$ cat src/hdl/btcr_pkg.sv
package btcr_pkg;

   // fixed glyph geometry
   localparam int GLYPH_WIDTH      = 8;
   localparam int STORE_ROWS       = 16;
   localparam int TAB_STOPS        = 4;

   // defaults for the top-level parameters
   localparam int GLYPH_HEIGHT_DEF = 16;
   localparam int GLYPH_COUNT_DEF  = 256;

   // character codes and actions
   localparam logic [7:0] CODE_NEWLINE = 8'd10;
   localparam logic [7:0] CODE_TAB     = 8'd9;
   localparam logic       ACT_LOAD     = 1'b0;
   localparam logic       ACT_RENDER   = 1'b1;

   // stream widths
   localparam int REQ_DATA_W = 24;
   localparam int RSP_DATA_W = 32 * (GLYPH_WIDTH + 1);

   // register file
   localparam int CSR_IDX_W = 4;
   localparam logic [CSR_IDX_W-1:0] CSR_SCREEN_WIDTH  = 4'd0;
   localparam logic [CSR_IDX_W-1:0] CSR_SCREEN_HEIGHT = 4'd1;
   localparam logic [CSR_IDX_W-1:0] CSR_FORE_COLOUR   = 4'd2;
   localparam logic [CSR_IDX_W-1:0] CSR_BACK_COLOUR   = 4'd3;

   localparam logic [15:0] SCREEN_WIDTH_RST  = 16'd1024;
   localparam logic [15:0] SCREEN_HEIGHT_RST = 16'd768;
   localparam logic [31:0] FORE_COLOUR_RST   = 32'hff2997ff;
   localparam logic [31:0] BACK_COLOUR_RST   = 32'h00000000;

   // output queue depth
   localparam int OUT_DEPTH = 3;

   typedef struct packed {
      logic [31:0] back;
      logic [31:0] fore;
      logic [15:0] height;
      logic [15:0] width;
   } cfg_type;

   typedef struct packed {
      logic        last;
      logic [7:0]  bits;
      logic [31:0] idx;
   } row_entry_type;

endpackage

$ cat src/hdl/btcr_out_fifo.sv
module btcr_out_fifo (
   input  logic                              clock,
   input  logic                              reset,
   input  btcr_pkg::cfg_type                 cfg,
   input  logic                              push,
   input  btcr_pkg::row_entry_type           push_entry,
   output logic                              rsp_tvalid,
   input  logic                              rsp_tready,
   output logic [btcr_pkg::RSP_DATA_W-1:0]   rsp_tdata,
   output logic                              rsp_tlast,
   output logic [1:0]                        level
);

   btcr_pkg::row_entry_type entry_ff [btcr_pkg::OUT_DEPTH];
   btcr_pkg::row_entry_type head;
   logic [1:0] wr_ptr_ff, wr_ptr_in;
   logic [1:0] rd_ptr_ff, rd_ptr_in;
   logic [1:0] count_ff, count_in;
   logic       pop;

   function automatic logic [1:0] next_ptr(input logic [1:0] ptr);
      return (ptr == 2'(btcr_pkg::OUT_DEPTH - 1)) ? 2'd0 : ptr + 2'd1;
   endfunction

   assign rsp_tvalid = (count_ff != 2'd0);
   assign pop        = rsp_tvalid & rsp_tready;
   assign level      = count_ff;
   assign head       = entry_ff[rd_ptr_ff];
   assign rsp_tlast  = head.last;

   // expand the row byte into colours, column j from bit 7-j
   always_comb begin
      rsp_tdata[31:0] = head.idx;
      for (int j = 0; j < btcr_pkg::GLYPH_WIDTH; j++) begin
         rsp_tdata[32*(j+1) +: 32] = head.bits[7-j] ? cfg.fore : cfg.back;
      end
   end

   always_comb begin
      wr_ptr_in = push ? next_ptr(wr_ptr_ff) : wr_ptr_ff;
      rd_ptr_in = pop  ? next_ptr(rd_ptr_ff) : rd_ptr_ff;
      unique case ({push, pop})
         2'b10:   count_in = count_ff + 2'd1;
         2'b01:   count_in = count_ff - 2'd1;
         default: count_in = count_ff;
      endcase
   end

   always_ff @(posedge clock) begin
      if (reset) begin
         wr_ptr_ff <= 2'd0;
         rd_ptr_ff <= 2'd0;
         count_ff  <= 2'd0;
      end else begin
         wr_ptr_ff <= wr_ptr_in;
         rd_ptr_ff <= rd_ptr_in;
         count_ff  <= count_in;
      end
   end

   always_ff @(posedge clock) begin
      if (push) begin
         entry_ff[wr_ptr_ff] <= push_entry;
      end
   end

   a_no_overflow: assert property (@(posedge clock) disable iff (reset)
      push |-> (count_ff < 2'(btcr_pkg::OUT_DEPTH)) || pop)
      else $error("output queue overflow");

   a_empty_ptrs: assert property (@(posedge clock) disable iff (reset)
      (count_ff == 2'd0) |-> (wr_ptr_ff == rd_ptr_ff))
      else $error("empty queue with unequal pointers");

   a_valid_held: assert property (@(posedge clock) disable iff (reset)
      (rsp_tvalid && !rsp_tready) |=> rsp_tvalid)
      else $error("result beat dropped while stalled");

endmodule

$ cat config.mk
export PLATFORM = sky130hd
export DESIGN_NAME = btcr_out_fifo
export DESIGN_NICKNAME = d
export VERILOG_FILES = /design/src/hdl/btcr_pkg.sv /design/src/hdl/btcr_out_fifo.sv
export SDC_FILE = /design/constraint.sdc
export NUM_CORES = 1
export LEC_CHECK = 0
export BUFFER_PORTS_ARGS = -buffer_cell sky130_fd_sc_hd__buf_2
export CAP_MARGIN = 30
export CORE_AREA = 2 2 166 168
export CTS_CLUSTER_SIZE = 28
export DETAILED_ROUTE_END_ITERATION = 12
export DIE_AREA = 0 0 168 170
export PLACE_DENSITY = 0.61
export SETUP_SLACK_MARGIN = 0.15
export SYNTH_ARGS = -nofsm -noshare
export SYNTH_HDL_FRONTEND = slang
export SYNTH_SLANG_ARGS = --single-unit
$ cat constraint.sdc
create_clock -name clock -period 5.1 [get_ports clock]
set_input_delay 1.02 -clock clock [delete_from_list [all_inputs] [get_ports clock]]
set_output_delay 1.02 -clock clock [all_outputs]
set_load 0.02 [all_outputs]
==> results.toml, run 1 <==
[timing]
worst_pin_slew_ns = 0.944
slew_headroom_pct = 35.7
fin_crit_sh_pct = 81.5
rsz0062_at_grt = "no"
slew_viol_final = 0
setup_viol = 0
worst_clock_skew_ns = 0.00773
max_clock_freq_ghz = 0.241
final_hold_viol_count = 0
fin_setup_tns_ns = 0
finalCriticalPeriod_ns = 4.15

[logic_synthesis]
synth_warnings = 0
synth_most_common_cell = "mux2_2"
synthTopCellsByCount = "mux2_2, edfxtp_1, nand2_1"
async_flop_share_pct = 0
synth_cells = 566
synth_area_sq_um = 8020
synth_cell_types = 26
synth_edf_count = 123
yosys-top-cells-area = "edfxtp_1, mux2_2, mux2i_1"
yosys.area.top_type_share_pct = 46.0
yosysSeqAreaShare_pct = 48.0
ys_seq_elements = 131
syn-num-nets = 708
syn_avg_cell_area_sq_um = 14.2
yosys_most_used_dff = "edfxtp_1"
synth_area_leader_cell = "edfxtp_1"

[final_layout]
drive_above_1_share_pct = 71.0
area_growth_pct = 37.2
nets = 1104

[route]
drtAntennaViolNets = 0
drc = 0
first_pass_iters = 4
routed_wl_mm = 26.2
wl_per_cell_um = 19.9
vias = 6405
drtIter0Drc = 327
via_per_inst = 4.86

[global_route]
antenna_found_initial = 6
grt.total_usage_pct = 17.4
grt_pass1_wl_mm = 37.6
first_global_vias = 6167
grt_max_degree = 69
grt_overflow = 0

[cts]
worstSkewPairLatency_ns = 0.41
cts_root_buf = "clkbuf_16"
numCtsBuffers = 17
postCtsSetupRepairBufs = 0
clkTransAtPathRegs_ns = 0.06
clock_path_buffers = 2
clock-sinks = 131
holdBufCountCts = 0
cts_tree = "yes"
ctsHtreeMaxLevel = 4
cts_resized = 0

[worst_setup_path]
cp.arrival_ns = 3.13
rr_worst_depth = 3
r2r_slack_ns = 3.22
crit_type = "reg -> out"
crit_fanout = 21
cp-start-kind = "flip-flop"
rr_endpoint = "entry_ff[1][11]$_DFFE_PP_"
r2r-start = "wr_ptr_ff[0]$_SDFFE_PP0P_"
required_ns = 4.08
end_kind = "primary output"

[floorplanning]
die_h_um = 170
die-area_sq_um = 28600
core_sq_um = 26700
ios = 433
rows = 60
start_util_pct = 30.1
die_w_um = 168

[min_path]
hold_class = "reg -> reg"
worstHoldPathCells = 2
hp-start = "rd_ptr_ff[0]$_SDFFE_PP0N_"

[power]
peakVddDrop_uv = 293
p_leak_nw = 4.45
p_per_area_nw_per_um2 = 429
total_power_mw = 4.72

[run_status]
status = "complete, no violations"

[placement]
gp_congestion = 0.863
dp_hpwl_mm = 19.1
port_buffers = 400

[flow_run]
maxCapViolations = 0
## cell usage in the layout, fill, tap and decap left out, types with 3 or more instances in the layout
| cell type | instances |
|---|---|
| buf_2 | 400 |
| buf_4 | 13 |
| bufinv_16 | 5 |
| clkbuf_16 | 17 |
| clkinvlp_4 | 3 |
| dfxtp_1 | 6 |
| diode_2 | 4 |
| edfxtp_1 | 123 |
| mux2_1 | 30 |
| mux2_2 | 231 |
| mux2_4 | 3 |
| mux2i_1 | 35 |
| mux2i_4 | 7 |
| nand2_1 | 37 |
| nor2_1 | 3 |
| o21ai_0 | 35 |
## state kept, by name, summed over array words and instances, names as in the netlist, named ones only
register / cells
entry_ff: 123
level: 2
rd_ptr_ff: 2
wr_ptr_ff: 2
## critical path, stage by stage (launching register included)
cell and delay, ns:
dfxtp_2 0.63, mux2_2 0.42, mux2i_4 0.74, buf_4 0.37, mux2_2 0.36, buf_2 0.17
## power breakdown
part / switching [mW] / leakage [nW] / total (mW) / internal (mW)
logic: 1.29 / 2.95 / 2.14 / 0.854
clock network: 0.431 / 0.300 / 1.29 / 0.863
registers: 0.0431 / 1.20 / 1.28 / 1.24
total: 1.76 / 4.45 / 4.72 / 2.96
## kinds of logic (layout without fill, tap and decap cells)
group	after synthesis	in the layout	share of synthesized area, %
multiplexers	306	306	43.3
flip-flops	131	131	48.0
AND/OR/NAND/NOR	48	48	2.42
AO/OA/AOI/OAI	39	39	2.54
buffers and inverters	39	447	3.34
XOR/XNOR	2	2	0.218
adder cells (fa/ha/maj)	1	1	0.156
other	0	4	0
## cell type report
class                      count  area [sq um]
sequential                   131          3860
inverter                       2          7.51
antenna                        4          10.0
clock inverter                13           208
tap                          341           427
clock buffer                  18           429
multi-input combinational    396          3950
timing repair buffer         414          2120
fill                        2570         15600
## per-layer routing
layer	track usage [%]	vias to the layer above	wire length, um	share of wire, %
met2	29.8	263	12900	49
met4	7.41	6	897	3.4
met5	0	-	34	0.13
li1	-	2974	-	-
met1	20.2	3103	10600	40
met3	5.63	59	1850	7.0
## stage by stage
stage          setup slack, ns  hold WS, ns  utilization [%]  cell area [sq um]  cells
6_report                 0.946        0.473             41.3              11000   1319
5_1_grt                  0.769        0.511             41.3              11000   1318
4_1_cts                  0.860        0.483             41.3              11000   1315
3_5_place_dp              1.33        0.476             38.9              10400   1284
3_3_place_gp              1.33        0.461             38.8              10300   1283
2_1_floorplan            0.668        0.443                -               8020    566
## worst max path at each step
| stage | to | start |
|---|---|---|
| 2_1_floorplan | wr_ptr_ff[0]$_SDFFE_PP0P_ | push |
| 3_3_place_gp | rsp_tdata[74] | flip-flop |
| 3_5_place_dp | rsp_tdata[73] | flip-flop |
| 4_1_cts | rsp_tdata[74] | flip-flop |
| 5_1_grt | rsp_tdata[69] | flip-flop |
| 6_report | rsp_tdata[74] | flip-flop |
Note: power is estimated with default switching activity, not from simulation.
==> run 2: changes to the inputs <==
--- a/config.mk
+++ b/config.mk
@@ -7,10 +7,10 @@
 export LEC_CHECK = 0
 export BUFFER_PORTS_ARGS = -buffer_cell sky130_fd_sc_hd__buf_2
 export CAP_MARGIN = 30
-export CORE_AREA = 2 2 166 168
+export CORE_AREA = 2 2 171 173
 export CTS_CLUSTER_SIZE = 28
 export DETAILED_ROUTE_END_ITERATION = 12
-export DIE_AREA = 0 0 168 170
+export DIE_AREA = 0 0 173 175
 export PLACE_DENSITY = 0.61
 export SETUP_SLACK_MARGIN = 0.15
 export SYNTH_ARGS = -nofsm -noshare
==> constraint.sdc (replaced) <==
create_clock -name clock -period 3.7 [get_ports clock]
set_input_delay 0.74 -clock clock [delete_from_list [all_inputs] [get_ports clock]]
set_output_delay 0.74 -clock clock [all_outputs]
set_load 0.02 [all_outputs]
==> results.toml, run 2 (same netlist as run 1, synthesis figures left out) <==
[route]
first_pass_iters = 4
via_per_inst = 4.65
drc = 0
drtIter0Drc = 235
vias = 6320
routed_wl_mm = 25.1
wl_per_cell_um = 18.4
drtAntennaViolNets = 0

[worst_setup_path]
crit_buf_inv = 2
cp_top_family = "multiplexers"
crit_fanout = 32
max_stage_delay_ns = 0.61
r2r-start = "level[0]$_SDFFE_PP0P_"
cp.arrival_ns = 2.62
r2r_slack_ns = 1.95
path_cells = "mux2_2 -> mux2i_4 -> buf_4 -> mux2_2 -> buf_2"
end_kind = "primary output"
critPathSlowestCell = "dfxtp_2"
required_ns = 2.96
cp-endpoint = "rsp_tdata[130]"
cpMostUsedCell = "mux2_2"
rr_endpoint = "level[1]$_SDFFE_PP0P_"
rr_worst_depth = 5
cp.depth = 5
cp-start-kind = "flip-flop"
crit_type = "reg -> out"

[floorplanning]
core_sq_um = 28400
rows = 62
die-area_sq_um = 30300
die_w_um = 173
start_util_pct = 28.3
ios = 433
die_h_um = 175

[final_layout]
final_util_pct = 38.7
regMostFlops = "entry_ff"
largest_reg_flops = 123
drive_above_1_share_pct = 71.0
final_common_cell = "buf_2"
area_growth_pct = 36.9
nets = 1104
nFillCells = 2777
layout_common_cells = "buf_2, mux2_2, edfxtp_1, nand2_1"

[timing]
slew_viol_final = 0
finalCriticalPeriod_ns = 3.36
fin_crit_sh_pct = 90.9
worst_pin_slew_ns = 0.637
max_clock_freq_ghz = 0.297
holdWs_ns = 0.496
final_hold_viol_count = 0
fin_setup_tns_ns = 0
worst_clock_skew_ns = 0.00637
rsz0062_at_grt = "no"
setup_viol = 0
slew_headroom_pct = 57.5

[cts]
holdBufCountCts = 0
numCtsBuffers = 17
clock-sinks = 131
cts_resized = 0
cts_root_buf = "clkbuf_16"
clkTransAtPathRegs_ns = 0.06
worstSkewPairLatency_ns = 0.41
postCtsSetupRepairBufs = 0
cts_tree = "yes"
ctsHtreeMaxLevel = 4
clock_path_buffers = 2

[power]
peakVddDrop_uv = 420
p_comb_share_pct = 46.7
swShare_pct = 38.6
power.internal_mw = 3.87
p_switching_mw = 2.43
p_per_area_nw_per_um2 = 573
p_leak_nw = 4.42
pwr-share-clk_pct = 25.3
power_frac_seq_pct = 28.1

[run_status]
status = "complete, no violations"

[min_path]
hp-start = "rd_ptr_ff[0]$_SDFFE_PP0N_"
hold_class = "reg -> reg"
worstHoldPathCells = 2

[global_route]
grt_max_degree = 67
grt_pass1_wl_mm = 36.2
first_global_vias = 5995
grt.total_usage_pct = 15.6
grt_overflow = 0
antenna_found_initial = 5

[placement]
port_buffers = 400
dp_hpwl_mm = 18.2
gp_congestion = 0.873

[flow_run]
maxCapViolations = 0
run 2: final cells by class:
cell class | instances | area (sq um) | share of cell area, %
diodes | 1 | 2.50 | 0.0228
clock buffers | 22 | 474 | 4.32
clock inverters | 10 | 100 | 0.911
inverters | 2 | 7.51 | 0.0683
multi-input cells | 396 | 3950 | 36.0
flip-flops and latches | 131 | 3860 | 35.1
well taps | 384 | 480 | 4.37
repair buffers | 414 | 2110 | 19.2
run 2: routing by layer:
layer	part of all wire [%]	GRT usage (%)	up-vias
met5	0.14	0	-
met4	3.0	5.72	6
met3	6.3	4.53	47
met2	50	27.0	257
met1	40	18.3	3022
li1	-	-	2988
run 2: worst min-delay path: stages (launching register included):
cell	delay [ns]
dfxtp_1	0.32
nand2_1	0.06
a21oi_1	0.07
run 2: metrics by stage:
| step | instances | setup slack, ns | power [mW] | area, sq um |
|---|---|---|---|---|
| after global placement | 1327 | 0.742 | 4.75 | 10400 |
| after CTS | 1359 | 0.281 | 6.36 | 11000 |
| final | 1360 | 0.336 | 6.30 | 11000 |
| after detailed placement | 1327 | 0.718 | 4.75 | 10400 |
| after floorplan | 566 | 0.735 | 3.85 | 8030 |
| after global routing | 1360 | 0.200 | 6.58 | 11000 |
run 2: worst min-delay path by stage:
| stage | endpoint | slack [ns] |
|---|---|---|
| 6_report | flip-flop | 0.50 |
| 5_1_grt | entry_ff[1][29]$_DFFE_PP_ | 0.51 |
| 4_1_cts | flip-flop | 0.49 |
| 3_5_place_dp | flip-flop | 0.47 |
| 3_3_place_gp | flip-flop | 0.46 |
| 2_1_floorplan | flip-flop | 0.44 |
run 2: power groups by stage:
stage                     logic [mW]  registers [mW]  clock network [mW]
after floorplan                 2.08            1.78                   0
after global placement          2.95            1.80                   0
after detailed placement        2.95            1.80                   0
after CTS                       2.96            1.77                1.62
after global routing            3.11            1.78                1.69
final                           2.94            1.77                1.59
