--- config.mk ---
export PLATFORM = sky130hd
export DESIGN_NAME = btcr_render_ctl
export DESIGN_NICKNAME = d
export VERILOG_FILES = /design/src/hdl/btcr_pkg.sv /design/src/hdl/btcr_render_ctl.sv
export SDC_FILE = /design/constraint.sdc
export NUM_CORES = 1
export LEC_CHECK = 0
export ABC_CLOCK_PERIOD_IN_PS = 19900
export BUFFER_PORTS_ARGS = -buffer_cell sky130_fd_sc_hd__buf_2
export CORE_MARGIN = 10
export CORE_UTILIZATION = 40
export DETAILED_ROUTE_END_ITERATION = 16
export HOLD_SLACK_MARGIN = 0.06
export PLACE_DENSITY = 0.57
export RECOVER_POWER = 50
export SLEW_MARGIN = 20
export SYNTH_ARGS = -nofsm -noshare
export SYNTH_HDL_FRONTEND = slang
export SYNTH_SLANG_ARGS = --single-unit
--- constraint.sdc ---
create_clock -name clock -period 19.9 [get_ports clock]
set_clock_uncertainty 0.15 [all_clocks]
set_input_delay 2.985 -clock clock [delete_from_list [all_inputs] [get_ports clock]]
set_output_delay 2.985 -clock clock [all_outputs]
set_load 0.05 [all_outputs]
--- src/hdl/btcr_pkg.sv ---
package btcr_pkg;

   // fixed glyph geometry
   localparam int GLYPH_WIDTH      = 8;
   localparam int STORE_ROWS       = 16;
   localparam int TAB_STOPS        = 4;

   // defaults for the top-level parameters
   localparam int GLYPH_HEIGHT_DEF = 16;
   localparam int GLYPH_COUNT_DEF  = 256;

   // character codes and actions
   localparam logic [7:0] CODE_NEWLINE = 8'd10;
   localparam logic [7:0] CODE_TAB     = 8'd9;
   localparam logic       ACT_LOAD     = 1'b0;
   localparam logic       ACT_RENDER   = 1'b1;

   // stream widths
   localparam int REQ_DATA_W = 24;
   localparam int RSP_DATA_W = 32 * (GLYPH_WIDTH + 1);

   // register file
   localparam int CSR_IDX_W = 4;
   localparam logic [CSR_IDX_W-1:0] CSR_SCREEN_WIDTH  = 4'd0;
   localparam logic [CSR_IDX_W-1:0] CSR_SCREEN_HEIGHT = 4'd1;
   localparam logic [CSR_IDX_W-1:0] CSR_FORE_COLOUR   = 4'd2;
   localparam logic [CSR_IDX_W-1:0] CSR_BACK_COLOUR   = 4'd3;

   localparam logic [15:0] SCREEN_WIDTH_RST  = 16'd1024;
   localparam logic [15:0] SCREEN_HEIGHT_RST = 16'd768;
   localparam logic [31:0] FORE_COLOUR_RST   = 32'hff2997ff;
   localparam logic [31:0] BACK_COLOUR_RST   = 32'h00000000;

   // output queue depth
   localparam int OUT_DEPTH = 3;

   typedef struct packed {
      logic [31:0] back;
      logic [31:0] fore;
      logic [15:0] height;
      logic [15:0] width;
   } cfg_type;

   typedef struct packed {
      logic        last;
      logic [7:0]  bits;
      logic [31:0] idx;
   } row_entry_type;

endpackage

--- src/hdl/btcr_render_ctl.sv ---
module btcr_render_ctl #(
   parameter int GLYPH_HEIGHT = btcr_pkg::GLYPH_HEIGHT_DEF,
   parameter int GLYPH_COUNT  = btcr_pkg::GLYPH_COUNT_DEF,
   localparam int AW = $clog2(GLYPH_COUNT * btcr_pkg::STORE_ROWS)
) (
   input  logic                            clock,
   input  logic                            reset,
   input  btcr_pkg::cfg_type               cfg,
   input  logic                            req_tvalid,
   output logic                            req_tready,
   input  logic [btcr_pkg::REQ_DATA_W-1:0] req_tdata,
   input  logic                            req_tuser,
   output logic                            wr_en,
   output logic [AW-1:0]                   wr_addr,
   output logic [7:0]                      wr_data,
   output logic                            rd_en,
   output logic [AW-1:0]                   rd_addr,
   input  logic [7:0]                      rd_data,
   input  logic [1:0]                      out_level,
   output logic                            push,
   output btcr_pkg::row_entry_type         push_entry
);

   localparam int CW = AW - 4;
   localparam int RW = (GLYPH_HEIGHT > 1) ? $clog2(GLYPH_HEIGHT) : 1;

   localparam logic [1:0] ST_IDLE = 2'd0;
   localparam logic [1:0] ST_WRAP = 2'd1;
   localparam logic [1:0] ST_BASE = 2'd2;
   localparam logic [1:0] ST_ROWS = 2'd3;

   localparam logic [7:0] STEP_Y   = 8'(GLYPH_HEIGHT);
   localparam logic [7:0] STEP_X   = 8'(btcr_pkg::GLYPH_WIDTH);
   localparam logic [7:0] STEP_TAB = 8'(btcr_pkg::TAB_STOPS * btcr_pkg::GLYPH_WIDTH);

   logic [1:0]  state_ff, state_in;
   logic [15:0] x_ff, x_in;
   logic [15:0] y_ff, y_in;
   logic [7:0]  code_ff, code_in;
   logic [RW-1:0] row_ff, row_in;
   logic [31:0] idx_ff, idx_in;
   logic        pend_valid_ff, pend_valid_in;
   logic        pend_zero_ff, pend_zero_in;
   logic        pend_last_ff, pend_last_in;
   logic [31:0] pend_idx_ff, pend_idx_in;

   logic        act;
   logic [7:0]  code;
   logic [3:0]  grow;
   logic [7:0]  gbits;
   logic [15:0] wrap_y;
   logic        x_over, wrap_home;
   logic        row_zero, row_last, issue;

   function automatic logic [15:0] sat_add(input logic [15:0] a, input logic [7:0] b);
      logic [16:0] s;
      s = {1'b0, a} + {9'b0, b};
      return s[16] ? 16'hFFFF : s[15:0];
   endfunction

   assign act   = req_tuser;
   assign code  = req_tdata[7:0];
   assign grow  = req_tdata[11:8];
   assign gbits = req_tdata[19:12];

   assign x_over    = (x_ff >= cfg.width);
   assign wrap_y    = x_over ? sat_add(y_ff, STEP_Y) : y_ff;
   assign wrap_home = (wrap_y >= cfg.height);

   // rows past the store or codes past the glyph count render blank
   assign row_zero = ({1'b0, code_ff} >= 9'(GLYPH_COUNT))
                  || (32'(row_ff) >= 32'(btcr_pkg::STORE_ROWS));
   assign row_last = (row_ff == RW'(GLYPH_HEIGHT - 1));
   // credit check: queued rows plus the read in flight
   assign issue = ({1'b0, out_level} + {2'b0, pend_valid_ff}) < 3'(btcr_pkg::OUT_DEPTH);

   assign req_tready = (state_ff == ST_IDLE);
   assign wr_addr    = {code[CW-1:0], grow};
   assign wr_data    = gbits;
   assign rd_addr    = {code_ff[CW-1:0], 4'(row_ff)};

   assign push            = pend_valid_ff;
   assign push_entry.idx  = pend_idx_ff;
   assign push_entry.bits = pend_zero_ff ? 8'h00 : rd_data;
   assign push_entry.last = pend_last_ff;

   always_comb begin
      state_in      = state_ff;
      x_in          = x_ff;
      y_in          = y_ff;
      code_in       = code_ff;
      row_in        = row_ff;
      idx_in        = idx_ff;
      pend_valid_in = 1'b0;
      pend_zero_in  = pend_zero_ff;
      pend_last_in  = pend_last_ff;
      pend_idx_in   = pend_idx_ff;
      wr_en         = 1'b0;
      rd_en         = 1'b0;
      unique case (state_ff)
         ST_IDLE: begin
            if (req_tvalid) begin
               if (act == btcr_pkg::ACT_LOAD) begin
                  wr_en = ({1'b0, code} < 9'(GLYPH_COUNT));
               end else if (code == btcr_pkg::CODE_NEWLINE) begin
                  x_in = 16'd0;
                  y_in = sat_add(y_ff, STEP_Y);
               end else if (code == btcr_pkg::CODE_TAB) begin
                  x_in = sat_add(x_ff, STEP_TAB);
               end else begin
                  code_in  = code;
                  state_in = ST_WRAP;
               end
            end
         end
         ST_WRAP: begin
            x_in     = (x_over || wrap_home) ? 16'd0 : x_ff;
            y_in     = wrap_home ? 16'd0 : wrap_y;
            state_in = ST_BASE;
         end
         ST_BASE: begin
            idx_in   = ({16'b0, y_ff} * {16'b0, cfg.width}) + {16'b0, x_ff};
            row_in   = '0;
            state_in = ST_ROWS;
         end
         ST_ROWS: begin
            if (issue) begin
               rd_en         = !row_zero;
               pend_valid_in = 1'b1;
               pend_zero_in  = row_zero;
               pend_last_in  = row_last;
               pend_idx_in   = idx_ff;
               idx_in        = idx_ff + {16'b0, cfg.width};
               row_in        = row_ff + RW'(1);
               if (row_last) begin
                  x_in     = sat_add(x_ff, STEP_X);
                  state_in = ST_IDLE;
               end
            end
         end
      endcase
   end

   always_ff @(posedge clock) begin
      if (reset) begin
         state_ff      <= ST_IDLE;
         x_ff          <= 16'd0;
         y_ff          <= 16'd0;
         pend_valid_ff <= 1'b0;
      end else begin
         state_ff      <= state_in;
         x_ff          <= x_in;
         y_ff          <= y_in;
         pend_valid_ff <= pend_valid_in;
      end
   end

   always_ff @(posedge clock) begin
      code_ff      <= code_in;
      row_ff       <= row_in;
      idx_ff       <= idx_in;
      pend_zero_ff <= pend_zero_in;
      pend_last_ff <= pend_last_in;
      pend_idx_ff  <= pend_idx_in;
   end

   a_read_in_rows: assert property (@(posedge clock) disable iff (reset)
      rd_en |-> (state_ff == ST_ROWS))
      else $error("glyph read outside row phase");

   a_no_load_busy: assert property (@(posedge clock) disable iff (reset)
      (state_ff != ST_IDLE) |-> !wr_en)
      else $error("glyph write while rendering");

   a_row_bound: assert property (@(posedge clock) disable iff (reset)
      (state_ff == ST_ROWS) |-> (32'(row_ff) < 32'(GLYPH_HEIGHT)))
      else $error("row counter past glyph height");

endmodule

==> results.toml, run 1 <==
[job]
maxCapViolCount = 2

[synth]
synth_fp_nets = 2291
yosysTopAreaCellShare_pct = 26.6
yosysSeqAreaShare_pct = 18.7
syn-cell-area_mm2 = 0.0159
synth_edf_count = 77
synth-seq-cells = 110
synth.most_common_cell = "inv_1"
syn_area_per_cell_um2 = 8.93
async_flop_share_pct = 0
synth_commonest_cells = "326 x inv_1, 219 x nand2_1, 211 x fa_1, 164 x ha_1, 95 x a21oi_1"
synth_top_area_cell = "fa_1"
synthDistinctLibCells = 72
synthTopCellsByArea = "fa_1 27%, edfxtp_1 15%, ha_1 13%"
syn_inst = 1782
synth_warnings = 0
synth_ff_type = "edfxtp_1"

[clock_tree]
numCtsBuffers = 9
cts_tree = "yes"
cts-htree-levels = 3
postCtsHoldBufs = 0
clk_latency_ps = 400
cts_max_path_buffers = 2
post_cts_buffers = 0
cts.sinks = 110
cts.clk_slew.worst_paths_ps = 80
cts_resized = 0
cts-root-buf = "clkbuf_16"

[final_layout]
nets = 2320
drive_gt1_share_pct = 5.34
diodes = 0
area_growth_syn_to_layout_pct = 6.54

[worst_setup_path]
end_kind = "register"
cp_slowest_cell = "a31oi_1"
cp_top_family = "adder cells"
worst-path-max-fanout = 13
critPathKind = "in -> reg"
cp_num_buf_inv = 6
crit_path_start_kind = "input pin"
cp.arrival_ps = 9740
required_ps = 19770
cp_common_cell = "fa_1"
cpPeakStageDelay_ps = 630
crit_chain = "buf_2 -> inv_1 -> nor2_1 -> fa_1 -> inv_1 -> fa_1 -> fa_1 -> inv_1 -> fa_1 -> fa_1 -> inv_1 -> fa_1 -> inv_1 -> ha_1 -> nand3_1 -> or3_1 -> a21o_1 -> a31oi_1 -> a21oi_1 -> o21ai_0 -> xnor2_1 -> mux2i_1"

[die]
dieArea_mm2 = 0.0481
coreArea_mm2 = 0.0390
die_w_um = 219
initial_core_util_pct = 40.8
die_y_um = 219
ios = 211
row_count = 72

[timing]
finalSetupTns_ps = 0
finalSetupViolations = 0
fmax_mhz = 101
drv_slew = 113
finalHoldViolations = 0
period_share_pct = 49.6
period_needed_ps = 9870
worstMarginPinSlew_ps = 3400
timing.hold.ws_ps = 308
grt_setup_unrepaired = "no"
slew_headroom_pct = -127

[route]
wl_um = 41700
drt_iter0_drc = 878
viasPerCell = 5.21
ant_nets = 0
vias = 12200
route.detailed.drc = 0
avgRoutedWirePerCell_um = 17.9
first_pass_iters = 7

[placement]
hpwl_um = 33300
io_buffers = 102
routabilityCongestion = 0.874

[grt]
grt_antenna_before_repair = 0
grt_pass1_vias = 12400
overflow = 0
grt_usage_pct = 17.4
grt_max_degree = 78
grt_pass1_wl_um = 66900

[run_status]
violations = "max-capacitance violations, max-slew violations"
status = "finished, violations left"

[power_and_ir_drop]
power.density_mw_per_mm2 = 60.1
irDropWorstVdd_uv = 48.1
p_leak_nw = 8.23

[min_path]
hold_path.class = "reg -> reg"
## logic make-up (layout without fill, tap and decap cells)
family	after synthesis	in the layout	share of synthesized area, %
AO/OA/AOI/OAI	290	290	11.9
XOR/XNOR	60	60	3.30
adder cells (fa/ha/maj)	375	375	39.4
buffers and inverters	424	458	10.8
flip-flops	110	110	18.7
multiplexers	13	13	0.873
AND/OR/NAND/NOR	510	510	15.1
## routing by layer
layer / track usage (%) / vias up / part of all wire (%)
met3: 3.03 / 39 / 5.5
li1: - / 5802 / -
met1: 24.0 / 5999 / 47
met4: 4.55 / 0 / 1.8
met2: 27.7 / 318 / 46
met5: 0 / - / 0
## stage by stage
step,util [%],cell area [um^2],instances,worst slack (ps),power [mW]
after floorplan,-,15900,1782,10880,0.713
after global placement,42.8,16700,2318,9830,0.813
after detailed placement,42.8,16700,2318,9780,0.823
after CTS,43.7,17000,2334,10190,1.03
after global routing,43.5,17000,2334,9790,1.10
final,43.5,17000,2334,10030,1.02
## area by class of cell
cell class / instances / area (um^2)
clock buffer: 10 / 250
tap: 518 / 648
multi-input combinational: 1248 / 11200
fill: 3866 / 22100
timing repair buffer: 115 / 532
inverter: 327 / 1230
sequential: 110 / 2970
clock inverter: 6 / 77.6
## cells in the final DEF, fill, tap and decap left out, types with 33 or more instances in the layout
cell type and n:
buf_2 47, and2_1 81, o21ai_0 46, fa_1 211, ha_1 164, dfxtp_1 33
nor2_1 91, nand2_1 219, clkbuf_1 57, edfxtp_1 77, a21o_1 37, inv_1 326
a21oi_1 95
## worst register-to-register path: cells and delay by family (launching register included)
kind	cells	cell delay (ps)
flip-flops	1	840
adder cells (fa/ha/maj)	7	3260
buffers and inverters	5	870
AND/OR/NAND/NOR	1	410
AO/OA/AOI/OAI	7	2100
## power by group
group / switching (mW) / leakage (nW) / total, mW / internal (mW)
Sequential: 0.0296 / 0.977 / 0.334 / 0.304
Clock: 0.105 / 0.156 / 0.202 / 0.0970
Combinational: 0.320 / 7.10 / 0.484 / 0.163
## registers in the layout (all words and copies together) (netlist names)
name          count
push              1
state_ff          2
idx_ff           32
y_ff             16
row_ff            4
x_ff             14
pend_idx_ff      32
code_ff           8
pend_last_ff      1
## path summary, 6_finish.rpt
kind	from	to	slack, ps	cells after the start
max	cfg[6]	idx_ff[31]$_DFFE_PP_	10030	22
min	idx_ff[11]$_DFFE_PP_	pend_idx_ff[11]$_DFFE_PP_	310	0
max reg2reg	y_ff[4]$_SDFFE_PP0P_	idx_ff[30]$_DFFE_PP_	11880	20
min reg2reg	idx_ff[11]$_DFFE_PP_	pend_idx_ff[11]$_DFFE_PP_	310	0
(Power assumes the default switching activity.)
==> run 2: changes to the inputs <==
--- a/config.mk
+++ b/config.mk
@@ -5,13 +5,13 @@
 export SDC_FILE = /design/constraint.sdc
 export NUM_CORES = 1
 export LEC_CHECK = 0
-export ABC_CLOCK_PERIOD_IN_PS = 19900
+export ABC_CLOCK_PERIOD_IN_PS = 8400
 export BUFFER_PORTS_ARGS = -buffer_cell sky130_fd_sc_hd__buf_2
 export CORE_MARGIN = 10
 export CORE_UTILIZATION = 40
 export DETAILED_ROUTE_END_ITERATION = 16
 export HOLD_SLACK_MARGIN = 0.06
-export PLACE_DENSITY = 0.57
+export PLACE_DENSITY = 0.59
 export RECOVER_POWER = 50
 export SLEW_MARGIN = 20
 export SYNTH_ARGS = -nofsm -noshare
==> constraint.sdc (replaced) <==
create_clock -name clock -period 8.4 [get_ports clock]
set_clock_uncertainty 0.15 [all_clocks]
set_input_delay 1.26 -clock clock [delete_from_list [all_inputs] [get_ports clock]]
set_output_delay 1.26 -clock clock [all_outputs]
set_load 0.05 [all_outputs]
==> results.toml, run 2 (synthesis results as in run 1) <==
[clock_tree]
cts.clk_slew.worst_paths_ps = 90
cts.sinks = 110
numCtsBuffers = 9
cts_resized = 0
cts_tree = "yes"
cts_max_path_buffers = 2
cts-htree-levels = 3
cts-root-buf = "clkbuf_16"
postCtsHoldBufs = 0
clk_latency_ps = 390
post_cts_buffers = 0

[placement]
io_buffers = 102
routabilityCongestion = 0.856
placed_cell_area_mm2 = 0.0168
place_inst = 2333
hpwl_um = 34300

[route]
wl_um = 42400
vias = 12400
route.detailed.drc = 0
avgRoutedWirePerCell_um = 18.1
viasPerCell = 5.27
ant_nets = 0
drt_iter0_drc = 848
first_pass_iters = 6

[timing]
finalSetupTns_ps = 0
worstMarginPinSlew_ps = 2940
drv_slew = 100
grt_setup_unrepaired = "no"
fmax_mhz = 131
finalSetupViolations = 0
finalHoldViolations = 0
period_share_pct = 90.8
slew_headroom_pct = -96.2
period_needed_ps = 7620

[final_layout]
top_regs = "idx_ff (32), pend_idx_ff (32), y_ff (16)"
multi_input_area_mm2 = 0.0112
num-fill-cells = 3892
final_area_mm2 = 0.0170
nets = 2335
stdcell_count = 2349
diodes = 0
area_growth_syn_to_layout_pct = 7.09
regArea_mm2 = 0.00297
fin_util_pct = 43.7
drive_gt1_share_pct = 6.17
final_common_cell = "inv_1"
final_cell_mix = "326 x inv_1, 219 x nand2_1, 211 x fa_1, 164 x ha_1, 95 x a21oi_1"

[worst_setup_path]
worst-path-max-fanout = 10
end_kind = "register"
cp.arrival_ps = 7500
cp_common_cell = "fa_1"
cpPeakStageDelay_ps = 550
crit_path_start_kind = "input pin"
critPathKind = "in -> reg"
cp_slowest_cell = "fa_1"
crit_chain = "buf_2 -> inv_1 -> nor2_1 -> fa_1 -> inv_1 -> fa_1 -> fa_1 -> inv_1 -> fa_1 -> fa_1 -> inv_1 -> fa_1 -> inv_1 -> ha_1 -> nand3_1 -> nor2_1 -> a211oi_1 -> a31oi_1 -> buf_4 -> a21oi_1 -> o21ai_0 -> xnor2_1 -> mux2i_1"
cp_top_family = "adder cells"
required_ps = 8280
cp_num_buf_inv = 7

[power_and_ir_drop]
p_leak_nw = 8.30
irDropWorstVdd_uv = 85.9
power.density_mw_per_mm2 = 141

[min_path]
hold_path.class = "reg -> reg"

[die]
initial_core_util_pct = 40.8
ios = 211
die_w_um = 219
row_count = 72
coreArea_mm2 = 0.0390
dieArea_mm2 = 0.0481
die_y_um = 219

[grt]
grt_max_degree = 65
grt_antenna_before_repair = 1
grt_pass1_wl_um = 68000
overflow = 0
grt_usage_pct = 17.7
grt_pass1_vias = 12600

[job]
maxCapViolCount = 2

[run_status]
violations = "max-capacitance violations, max-slew violations"
status = "finished, violations left"
run 2: cell count changes in the layout (fill, tap and decap cells not counted), sizes merged:
cell,previous run,this run
clkinv,7,2
buf,58,74
inv,326,330
run 2: metrics by stage:
| step | setup WS [ps] | hold WS (ps) | total power, mW |
|---|---|---|---|
| 2_1_floorplan | 1110 | 281 | 1.69 |
| 3_3_place_gp | 553 | 285 | 1.93 |
| 3_5_place_dp | 551 | 292 | 1.96 |
| 4_1_cts | 945 | 298 | 2.43 |
| 5_1_grt | 461 | 301 | 2.60 |
| 6_report | 776 | 295 | 2.41 |
run 2: cell type report:
cell class / count / area share (%)
Clock buffer: 11 / 1.49
Clock inverter: 5 / 0.279
Inverter: 327 / 7.20
Multi-Input combinational cell: 1248 / 66.0
Sequential cell: 110 / 17.4
Tap cell: 518 / 3.80
Timing Repair Buffer: 130 / 3.79
run 2: power breakdown:
| group | total [mW] | internal (mW) | switching [mW] |
|---|---|---|---|
| registers | 0.792 | 0.721 | 0.0716 |
| clock network | 0.462 | 0.227 | 0.235 |
| logic | 1.16 | 0.392 | 0.763 |
run 2: worst paths after layout:
path / start / end / slack, ps / depth (start not counted)
worst max-delay path: cfg[6] / idx_ff[31]$_DFFE_PP_ / 780 / 23
worst max register to register: y_ff[6]$_SDFFE_PP0P_ / idx_ff[31]$_DFFE_PP_ / 1170 / 22
worst min register to register: idx_ff[3]$_DFFE_PP_ / pend_idx_ff[3]$_DFFE_PP_ / 290 / 0
worst min-delay path: idx_ff[3]$_DFFE_PP_ / pend_idx_ff[3]$_DFFE_PP_ / 290 / 0
run 2: worst register-to-register path: stages (launching register included):
cell	delay, ps
dfxtp_1	870
nand2_1	170
fa_1	540
inv_1	50
fa_1	500
inv_1	50
fa_1	480
inv_1	50
fa_1	500
fa_1	550
inv_1	60
fa_1	520
inv_1	40
ha_1	320
nand3_1	240
nor2_1	90
a211oi_1	450
a31oi_1	180
buf_4	190
a21oi_1	280
o21ai_0	150
xnor2_1	330
mux2i_1	120
run 2: layer usage:
layer	global-route usage (%)	wire (um)	vias to the layer above
met1	24.5	19300	6109
met5	0	0	-
met3	2.65	2610	40
li1	-	-	5831
met2	28.4	19900	391
met4	4.64	667	0
==> run 3: changes to the inputs <==
--- a/config.mk
+++ b/config.mk
@@ -7,11 +7,13 @@
 export LEC_CHECK = 0
 export ABC_CLOCK_PERIOD_IN_PS = 8400
 export BUFFER_PORTS_ARGS = -buffer_cell sky130_fd_sc_hd__buf_2
+export CELL_PAD_IN_SITES_DETAIL_PLACEMENT = 1
+export CELL_PAD_IN_SITES_GLOBAL_PLACEMENT = 1
 export CORE_MARGIN = 10
-export CORE_UTILIZATION = 40
+export CORE_UTILIZATION = 42
 export DETAILED_ROUTE_END_ITERATION = 16
 export HOLD_SLACK_MARGIN = 0.06
-export PLACE_DENSITY = 0.59
+export PLACE_DENSITY = 0.78
 export RECOVER_POWER = 50
 export SLEW_MARGIN = 20
 export SYNTH_ARGS = -nofsm -noshare
==> results.toml, run 3 (synthesis results as in run 1) <==
[clock_tree]
cts_max_path_buffers = 2
cts_tree = "yes"
cts.clk_slew.worst_paths_ps = 70
numCtsBuffers = 9
clk_latency_ps = 390
cts.sinks = 110
cts_resized = 0
cts-htree-levels = 3
postCtsHoldBufs = 0
post_cts_buffers = 0
cts-root-buf = "clkbuf_16"

[die]
coreArea_mm2 = 0.0375
dieArea_mm2 = 0.0461
die_y_um = 215
row_count = 71
ios = 211
die_w_um = 215
initial_core_util_pct = 42.4

[worst_setup_path]
required_ps = 8240
cp_slowest_cell = "fa_1"
cpPeakStageDelay_ps = 530
cp_num_buf_inv = 6
worst-path-max-fanout = 13
critPathKind = "in -> reg"
crit_chain = "buf_2 -> inv_1 -> nor2_1 -> fa_1 -> inv_1 -> fa_1 -> fa_1 -> fa_1 -> inv_1 -> fa_1 -> inv_1 -> fa_1 -> inv_1 -> ha_1 -> a21oi_1 -> o21ai_0 -> a221oi_1 -> o211ai_1 -> a31o_2 -> o221ai_1 -> a21oi_1"
crit_path_start_kind = "input pin"
rr_worst_depth = 20
cp.arrival_ps = 7580
end_kind = "register"
crit_cells = 21
cp_top_family = "adder cells"
cp_common_cell = "fa_1"

[timing]
finalHoldViolations = 0
slew_headroom_pct = -120
timing.hold.ws_ps = 308
period_share_pct = 92.2
worstMarginPinSlew_ps = 3300
fmax_mhz = 129
grt_setup_unrepaired = "no"
finalSetupViolations = 0
setup_ws_ps = 655
finalSetupTns_ps = 0
period_needed_ps = 7740
drv_slew = 112

[final_layout]
nets = 2340
final_cell_mix = "326 x inv_1, 219 x nand2_1, 211 x fa_1, 164 x ha_1, 95 x a21oi_1"
final_common_cell = "inv_1"
drive_gt1_share_pct = 6.37
area_growth_syn_to_layout_pct = 7.24
top_regs = "idx_ff (32), pend_idx_ff (32), y_ff (16)"

[route]
vias = 12700
avgRoutedWirePerCell_um = 19.8
route.detailed.drc = 0
drt_iter0_drc = 624
first_pass_iters = 4
viasPerCell = 5.41
wl_um = 46600
ant_nets = 0

[power_and_ir_drop]
power.density_mw_per_mm2 = 144
irDropWorstVdd_uv = 95.7
p_leak_nw = 8.32
internal_power_mw = 1.34
p_sw_mw = 1.11
swShare_pct = 45.2
pwr-share-comb_pct = 48.7
seq_power_share_pct = 32.3
power_frac_clock_pct = 19.0

[grt]
grt_usage_pct = 20.2
grt_pass1_vias = 13900
grt_antenna_before_repair = 0
grt_max_degree = 77
grt_pass1_wl_um = 75300
overflow = 0

[min_path]
hold_path.class = "reg -> reg"
whs_path_depth = 0

[placement]
dp_slack_ps = 456
routabilityCongestion = 0.858
hpwl_um = 38100
io_buffers = 102

[job]
maxCapViolCount = 2

[run_status]
violations = "max-capacitance violations, max-slew violations"
status = "finished, violations left"
run 3: cell count changes in the layout (fill, tap and decap cells not counted), sizes merged:
cell / change
diode: +1
buf: +5
run 3: layer usage:
layer	GRT usage (%)	part of all wire [%]
met5	0	0
met4	6.07	2.3
met3	2.67	4.0
met2	34.4	49
met1	26.2	45
run 3: power by group through the flow:
| stage | Combinational [mW] | Clock (mW) | Sequential [mW] |
|---|---|---|---|
| floorplan | 0.828 | 0 | 0.861 |
| global placement | 1.14 | 0 | 0.795 |
| detailed placement | 1.19 | 0 | 0.802 |
| CTS | 1.20 | 0.477 | 0.790 |
| global route | 1.33 | 0.498 | 0.805 |
| finish | 1.19 | 0.467 | 0.792 |
run 3: cell type report:
cell class / count / area, um^2
Clock inverter: 5 / 45.0
Tap cell: 511 / 639
Inverter: 327 / 1230
Fill cell: 4455 / 20400
Clock buffer: 11 / 254
Antenna cell: 1 / 2.50
Multi-Input combinational cell: 1248 / 11200
Sequential cell: 110 / 2970
Timing Repair Buffer: 135 / 683
run 3: worst paths after layout:
path | from | to | slack [ps]
max | cfg[6] | idx_ff[30]$_DFFE_PP_ | 660
min | idx_ff[14]$_DFFE_PP_ | pend_idx_ff[14]$_DFFE_PP_ | 310
min reg2reg | idx_ff[14]$_DFFE_PP_ | pend_idx_ff[14]$_DFFE_PP_ | 310
max reg2reg | y_ff[12]$_SDFFE_PP0P_ | idx_ff[30]$_DFFE_PP_ | 1130
run 3: through the flow:
step,cell area (um^2),utilization (%),total power [mW],instances
floorplan,15900,-,1.69,1782
global placement,16800,44.9,1.93,2331
detailed placement,16800,44.9,1.99,2331
CTS,17100,45.7,2.47,2347
global route,17100,45.5,2.64,2347
finish,17100,45.5,2.45,2348
run 3: worst register-to-register path: stages (launching register included):
cell	delay, ps
dfxtp_1	820
inv_1	340
nor2_1	230
fa_1	440
inv_1	90
fa_1	460
fa_1	530
inv_1	50
fa_1	460
fa_1	540
inv_1	50
fa_1	530
inv_1	50
ha_1	350
nand3_1	150
nor2_1	60
a221oi_1	490
o211ai_1	250
a31o_2	340
o221ai_1	380
a21oi_1	100
